[config.mk]
export PLATFORM = sky130hd
export DESIGN_NAME = obbt_sincos
export DESIGN_NICKNAME = d
export VERILOG_FILES = /design/src/rtl/core/obbt_pkg.sv /design/src/rtl/core/obbt_sincos.sv
export SDC_FILE = /design/constraint.sdc
export NUM_CORES = 2
export LEC_CHECK = 0
export BUFFER_PORTS_ARGS = -buffer_cell sky130_fd_sc_hd__buf_4
export CAP_MARGIN = 20
export CELL_PAD_IN_SITES_DETAIL_PLACEMENT = 0
export CELL_PAD_IN_SITES_GLOBAL_PLACEMENT = 1
export CORE_MARGIN = 8
export CORE_UTILIZATION = 53
export DETAILED_ROUTE_END_ITERATION = 7
export PLACE_DENSITY = 0.8
export SKIP_CTS_REPAIR_TIMING = 1
export SLEW_MARGIN = 25
export SYNTH_ARGS = -nofsm -noshare
export SYNTH_HDL_FRONTEND = slang
export SYNTH_SLANG_ARGS = --single-unit
[constraint.sdc]
create_clock -name clk -period 10.3 [get_ports clk]
set_clock_uncertainty 0.1 [all_clocks]
set_input_delay 2.06 -clock clk [delete_from_list [all_inputs] [get_ports clk]]
set_output_delay 2.06 -clock clk [all_outputs]
set_load 0.03 [all_outputs]
[src/rtl/core/obbt_pkg.sv]
package obbt_pkg;

	localparam int COORD_WIDTH = 24;
	localparam int ANGLE_BITS  = 16;
	localparam int HALF_WIDTH  = COORD_WIDTH - 1;
	// corner coordinate: center plus rotated offset, two growth bits
	localparam int CORNER_WIDTH = COORD_WIDTH + 2;
	// projection: corner times Q1.15 axis term, summed
	localparam int PROJ_WIDTH = CORNER_WIDTH + 17 + 1;
	localparam int TRIG_WIDTH = 17;

	typedef logic signed [TRIG_WIDTH-1:0]   trig_t;
	typedef logic signed [CORNER_WIDTH-1:0] corner_t;
	typedef logic signed [PROJ_WIDTH-1:0]   proj_t;

	typedef struct packed {
		logic signed [COORD_WIDTH-1:0] cx;
		logic signed [COORD_WIDTH-1:0] cy;
		logic [HALF_WIDTH-1:0]         w;
		logic [HALF_WIDTH-1:0]         h;
	} rect_in_t;

	typedef struct packed {
		corner_t [3:0] x;
		corner_t [3:0] y;
		trig_t         c;
		trig_t         s;
		logic          has_w;
		logic          has_h;
	} rect_t;

	// rounds a Q.8 x Q1.15 sum to Q.8, half up (floor of (v + 2^14) / 2^15)
	function automatic corner_t round_q15(input logic signed [COORD_WIDTH+18:0] v);
		logic signed [COORD_WIDTH+18:0] t;
		begin
			t = v + (COORD_WIDTH+19)'(16384);
			round_q15 = CORNER_WIDTH'(t >>> 15);
		end
	endfunction

endpackage

[src/rtl/core/obbt_sincos.sv]
module obbt_sincos
	import obbt_pkg::*;
(
	input  logic                  clk,
	input  logic                  en,
	input  logic [ANGLE_BITS-1:0] angle,
	output trig_t                 sin_o,
	output trig_t                 cos_o
);

	logic [31:0] phase;
	logic [1:0]  quad;
	logic [15:0] xp, xq;

	assign phase = {angle, (32-ANGLE_BITS)'(0)};
	assign quad  = phase[31:30];
	assign xp    = {1'b0, phase[29:15]};
	assign xq    = 16'd32768 - xp;

	// stage 1: x2
	logic [15:0] xp_s1, xq_s1, x2p_s1, x2q_s1;
	logic [1:0]  quad_s1;
	logic [31:0] sqp, sqq;
	assign sqp = xp * xp;
	assign sqq = xq * xq;
	always_ff @(posedge clk) begin
		if (en) begin
			xp_s1 <= xp; xq_s1 <= xq; quad_s1 <= quad;
			x2p_s1 <= sqp[30:15]; x2q_s1 <= sqq[30:15];
		end
	end

	// stage 2: t = 21024 - (2320*x2 >> 15)
	logic [15:0] xp_s2, xq_s2, x2p_s2, x2q_s2, tp_s2, tq_s2;
	logic [1:0]  quad_s2;
	logic [27:0] mp2, mq2;
	assign mp2 = 28'd2320 * 28'(x2p_s1);
	assign mq2 = 28'd2320 * 28'(x2q_s1);
	always_ff @(posedge clk) begin
		if (en) begin
			xp_s2 <= xp_s1; xq_s2 <= xq_s1; quad_s2 <= quad_s1;
			x2p_s2 <= x2p_s1; x2q_s2 <= x2q_s1;
			tp_s2 <= 16'd21024 - 16'(mp2 >> 15);
			tq_s2 <= 16'd21024 - 16'(mq2 >> 15);
		end
	end

	// stage 3: t = 51472 - (t*x2 >> 15)
	logic [15:0] xp_s3, xq_s3, tp_s3, tq_s3;
	logic [1:0]  quad_s3;
	logic [31:0] mp3, mq3;
	assign mp3 = tp_s2 * x2p_s2;
	assign mq3 = tq_s2 * x2q_s2;
	always_ff @(posedge clk) begin
		if (en) begin
			xp_s3 <= xp_s2; xq_s3 <= xq_s2; quad_s3 <= quad_s2;
			tp_s3 <= 16'd51472 - 16'(mp3 >> 15);
			tq_s3 <= 16'd51472 - 16'(mq3 >> 15);
		end
	end

	// stage 4: S = x*t >> 15, saturate, quadrant fold
	logic [31:0] mp4, mq4;
	logic [16:0] sp, sq;
	trig_t       p, q;
	assign mp4 = xp_s3 * tp_s3;
	assign mq4 = xq_s3 * tq_s3;
	assign sp  = mp4[31:15];
	assign sq  = mq4[31:15];
	assign p   = (sp > 17'd32767) ? trig_t'(32767) : trig_t'(sp);
	assign q   = (sq > 17'd32767) ? trig_t'(32767) : trig_t'(sq);
	always_ff @(posedge clk) begin
		if (en) begin
			case (quad_s3)
				2'd0: begin sin_o <= p;  cos_o <= q;  end
				2'd1: begin sin_o <= q;  cos_o <= -p; end
				2'd2: begin sin_o <= -p; cos_o <= -q; end
				default: begin sin_o <= -q; cos_o <= p; end
			endcase
		end
	end

endmodule

# After elaboration in Yosys (flattened, before gate mapping)
# Cells that the tools add are included.
# op_classes
n_addsub,7
n_mul,8
magnitude_cmp,2
eq_ne,2
mux,4
n_reduce_logical,1
# op_table
operator,n
17-bit case mux with 3 select lines,2
16-bit by 16-bit multiplier with 31-bit output,3
"8-bit by 16-bit multiplier with 24-bit output, first input constant",2
16-bit by 16-bit multiplier with 32-bit output,1
"15-bit by 13-bit subtractor with 16-bit output, first input constant",2
"16-bit subtractor, first input constant",2
14-bit by 16-bit multiplier with 30-bit output,1
14-bit by 14-bit multiplier with 28-bit output,1
"17-bit by 15-bit greater-than comparator with 1-bit output, second input constant",1
17-bit 2-to-1 mux,1
16-bit negator with 17-bit output,1
17-bit negator,1
"16-bit by 15-bit greater-than comparator with 1-bit output, second input constant",1
16-bit 2-to-1 mux,1
"16-bit by 15-bit subtractor with 16-bit output, first input constant",1
"2-bit by 1-bit == test with 1-bit output, second input constant",1
"2-bit == test, second input constant",1
2-bit logical NOT,1
# word_totals
regBits,258
input_bits,18
out_inout_bits,34
elab_cells,43

# Logic depth before layout (Yosys ltp)
# logic_depth
ltp_word,5
ltp_mapped,33
mapped_depth_nobuf,31

# Worst setup path before layout
# OpenSTA, ideal clock, no wires.
# synth_timing
path_type,in2reg
from,input angle[0]
to,register x2q_s1[10] (data pin)
arrival_time_ns,8.916
setup_slack_ns,1.149
path_stages,29
path_buffers,1
cell_sequence,inv_1 clkbuf_1 ha_1 nor3b_1 xor2_1 clkinv_1 nand2_1 fa_1 fa_1 inv_1 ha_1 ha_1 ha_1 inv_1 fa_1 inv_1 ha_1 and3_1 a41o_1 a21o_1 a2111oi_0 o21bai_1 a21oi_1 a221oi_1 a41oi_1 nor2b_1 o31a_1 or4b_1 nand3_1
# synth_via
elab_chain_cells,2
# synth_lines
item,line_no,text
start: declaration,obbt_sincos.sv:6,"input logic [ANGLE_BITS-1:0] angle,"
16-bit by 15-bit subtractor with 16-bit output,obbt_sincos.sv:18,assign xq = 16'd32768 - xp;
via xq[5],obbt_sincos.sv:13,"logic [15:0] xp, xq;"
16-bit by 16-bit multiplier with 31-bit output,obbt_sincos.sv:25,assign sqq = xq * xq;
via sqq[25],obbt_sincos.sv:23,"logic [31:0] sqp, sqq;"
end signal: assignment,obbt_sincos.sv:29,x2p_s1 <= sqp[30:15]; x2q_s1 <= sqq[30:15];
end: declaration,obbt_sincos.sv:21,"logic [15:0] xp_s1, xq_s1, x2p_s1, x2q_s1;"
# The timed path passes the listed nets, and every way through them passes these cells.
# A chain may end at the register's enable or synchronous reset.

# Worst setup path in the final report
# layout_timing
from,register xp_s3[3]
to,register sin_o[14] (data pin)
# layout_via
elab_chain_cells,5
# layout_lines
item,line_no,text
start: declaration,obbt_sincos.sv:49,"logic [15:0] xp_s3, xq_s3, tp_s3, tq_s3;"
start signal: assignment,obbt_sincos.sv:56,xp_s3 <= xp_s2; xq_s3 <= xq_s2; quad_s3 <= quad_s2;
14-bit by 16-bit multiplier with 30-bit output *,obbt_sincos.sv:66,assign mp4 = xp_s3 * tp_s3;
16-bit by 15-bit greater-than comparator with 1-bit output,obbt_sincos.sv:70,assign p = (sp > 17'd32767) ? trig_t'(32767) : trig_t'(sp);
16-bit 2-to-1 mux *,obbt_sincos.sv:70,
16-bit negator with 17-bit output,obbt_sincos.sv:77,2'd2: begin sin_o <= -p; cos_o <= -q; end
17-bit case mux with 3 select lines *,obbt_sincos.sv:74,case (quad_s3)
end signal: assignment,obbt_sincos.sv:75,2'd0: begin sin_o <= p; cos_o <= q; end
end signal: assignment,obbt_sincos.sv:77,
end signal: assignment,obbt_sincos.sv:78,default: begin sin_o <= -q; cos_o <= p; end
end: declaration,obbt_sincos.sv:7,"output trig_t sin_o,"
# Every way passes the cells marked *; elsewhere a longest branch is shown, timed or not.

==> flow_summary.ini <==
[run_status]
status = finished, final reports clean

[timing]
finalCritPeriodShare_pct = 91.5
relSlewSlack_pct = 35.2
fmax_ghz = 0.106
finalHoldViolations = 0
fin_tns_setup_ps = 0
fin_crit_ps = 9430
finalSetupViolations = 0
worstMarginPinSlew_ps = 958
slew_viol_final = 0
grt_setup_unrepaired = false

[synth]
synth-simple-area-share_pct = 15.1
synth.cell_area_um2 = 54100
synth_compound_area_share_pct = 6.81
synth_xor_area_share_pct = 2.78
synth.area.mux_share_pct = 0.469
synth_top_family_by_area = adder cells
synth-edff-count = 246
async_flop_share_pct = 0
synthCells = 5747
synth-seq-area-share_pct = 13.7
synth_area_leaders = fa_1 (35%), ha_1 (16%), edfxtp_1 (14%), inv_1 (8.7%), and2_1 (5.3%)
yosysTopAreaCellShare_pct = 35.0
synth_top_area_cell = fa_1
ys_ff_latch = 246
syn_area_per_cell_um2 = 9.41
synthAdderAreaFrac_pct = 51.0
synth_flop_cell = edfxtp_1
ys_types = 97
yosysWarningCount = 0

[placed_design]
numPortBuffers = 51
gp_congestion = 0.856
post-dp-hpwl_um = 96900

[grt]
grt_pass1_wl_um = 203000
antenna_found_initial = 1
track_usage_pct = 22.0
grt_overflow = 0
grt_max_degree = 131
first_global_vias = 39900

[critical_path]
crit_type = flop to flop
cp-start-kind = flop
cp_common_cell = inv_1
cp-end-kind = flop
crit_path_max_incr_delay_ps = 650
critPathRequiredTime_ps = 10560
worstPathMaxFanout = 16
reg2reg_depth = 29
slowest_stage = edfxtp_1
cp.arrival_ps = 9680

[clocking]
clk_pin_slew_ps = 60
root_buffer = clkbuf_16
clock_sinks = 246
clk_path_buf_depth = 3
cts_made_buffers = 35
clk_latency_ps = 570
tritoncts = yes
htreeDepth = 2

[layout]
nets = 7327
area_delta_synth_final_pct = 5.34
mostFrequentLayoutCell = inv_1
layout-drive-gt1-share_pct = 3.47
layout_common_cells = inv_1 (1253), fa_1 (946), ha_1 (690)
nFillCells = 9150

[floorplanning]
die_y_um = 336
die_w_um = 336
die_area_um2 = 113000
core_um2 = 101000
std_cell_rows = 117
io_pins = 52
initial_core_util_pct = 53.3

[drt]
wl_um = 120000
wl_per_cell_um = 17.0
via_per_inst = 5.39
ant_nets = 0
first_pass_iters = 8
drt_iter0_markers = 2106
drc = 0
vias = 38100

[flow_run]
maxCapViolations = 0

[min_path]
min_path_cells = 0
hp-class = flop to flop
-- stage by stage --
step | cell area (µm²) | cells | setup WS (ps) | utilization, % | hold WS, ps
detailed placement | 55700 | 7003 | 372 | 54.9 | 305
CTS | 57000 | 7065 | 903 | 56.1 | 315
global route | 57000 | 7066 | 155 | 56.2 | 318
global placement | 55700 | 7002 | 440 | 54.9 | 301
floorplan | 54100 | 5755 | 1150 | - | 300
finish | 57000 | 7069 | 871 | 56.2 | 312
-- per-layer routing --
layer / part of all wire (%) / GRT usage, % / wire [µm] / vias to the layer above
li1: - / - / - / 17900
met1: 45 / 30.6 / 54200 / 19200
met2: 48 / 37.1 / 57300 / 880
met3: 5.6 / 2.89 / 6690 / 154
met4: 1.8 / 4.11 / 2110 / 0
met5: 0 / 0 / 0 / -
-- logic make-up (layout without fill, tap and decap cells) --
kind of cell               after synthesis  count (layout)
and+or+nand+nor                       1659            1659
buffers and inverters                 1470            1413
AOI/OAI and AO/OA                      542             542
muxes                                   22              22
adders and majority gates             1636            1636
xor gates and xnor gates               170             170
other                                    2              13
DFF                                    246             246
-- sequential cells by signal (all words and copies together), names as in the netlist, 16 cells and up --
register and count:
cos_o 17, sin_o 17, tp_s3 16, tq_s3 16
x2q_s1 16, x2q_s2 16
-- final cells by class --
| cell class | count | area [µm²] | share of cell area (%) |
|---|---|---|---|
| timing repair buffer | 90 | 719 | 1.26 |
| clock buffer | 42 | 902 | 1.58 |
| clock inverter | 20 | 308 | 0.540 |
| inverter | 1261 | 4730 | 8.31 |
| multi-input combinational | 4039 | 41200 | 72.3 |
| tap | 1368 | 1710 | 3.00 |
| sequential | 246 | 7390 | 13.0 |
| antenna | 3 | 7.51 | 0.0132 |
-- final timing paths --
check	start	end	slack, ps
max	xp_s3[3]	sin_o[14]	870
min	xq_s2[7]	xq_s3[7]	310
max reg2reg	xp_s3[3]	sin_o[14]	870
min reg2reg	xq_s2[7]	xq_s3[7]	310
-- worst max-delay path: cells and delay by family, from the launching register on --
kind            cells  cell delay [ps]
flops               1              650
buf+inv             7              400
fa+ha+maj           8             3480
compound gates      7             2200
mux                 1              400
simple gates        6             1960
-- synth_stat cells (12+ instances only) --
| cell type | n |
|---|---|
| nor3_1 | 70 |
| or3_1 | 16 |
| o21ai_0 | 97 |
| nor4_1 | 20 |
| and2_1 | 461 |
| nand3_1 | 46 |
| ha_1 | 690 |
| a21o_1 | 58 |
| edfxtp_1 | 246 |
| o211ai_1 | 20 |
| inv_1 | 1253 |
| clkbuf_1 | 194 |
| a31oi_1 | 15 |
| nand2_1 | 667 |
| a221oi_1 | 13 |
| nand2b_1 | 25 |
| fa_1 | 946 |
| a21oi_1 | 135 |
| and3_1 | 30 |
| or2_2 | 15 |
| xnor2_1 | 105 |
| nor2_1 | 211 |
| mux2i_1 | 13 |
| o22ai_1 | 12 |
| o31ai_1 | 12 |
| a211oi_1 | 26 |
| nor2b_1 | 23 |
| xor2_1 | 63 |
| and4_1 | 12 |
| nand4_1 | 16 |
| nor3b_1 | 12 |
| a211o_1 | 14 |
| o21a_1 | 27 |
Power is left out: the tool's default activity adds up to more than one toggle a clock period on the data nets, which glitch-free logic cannot reach.
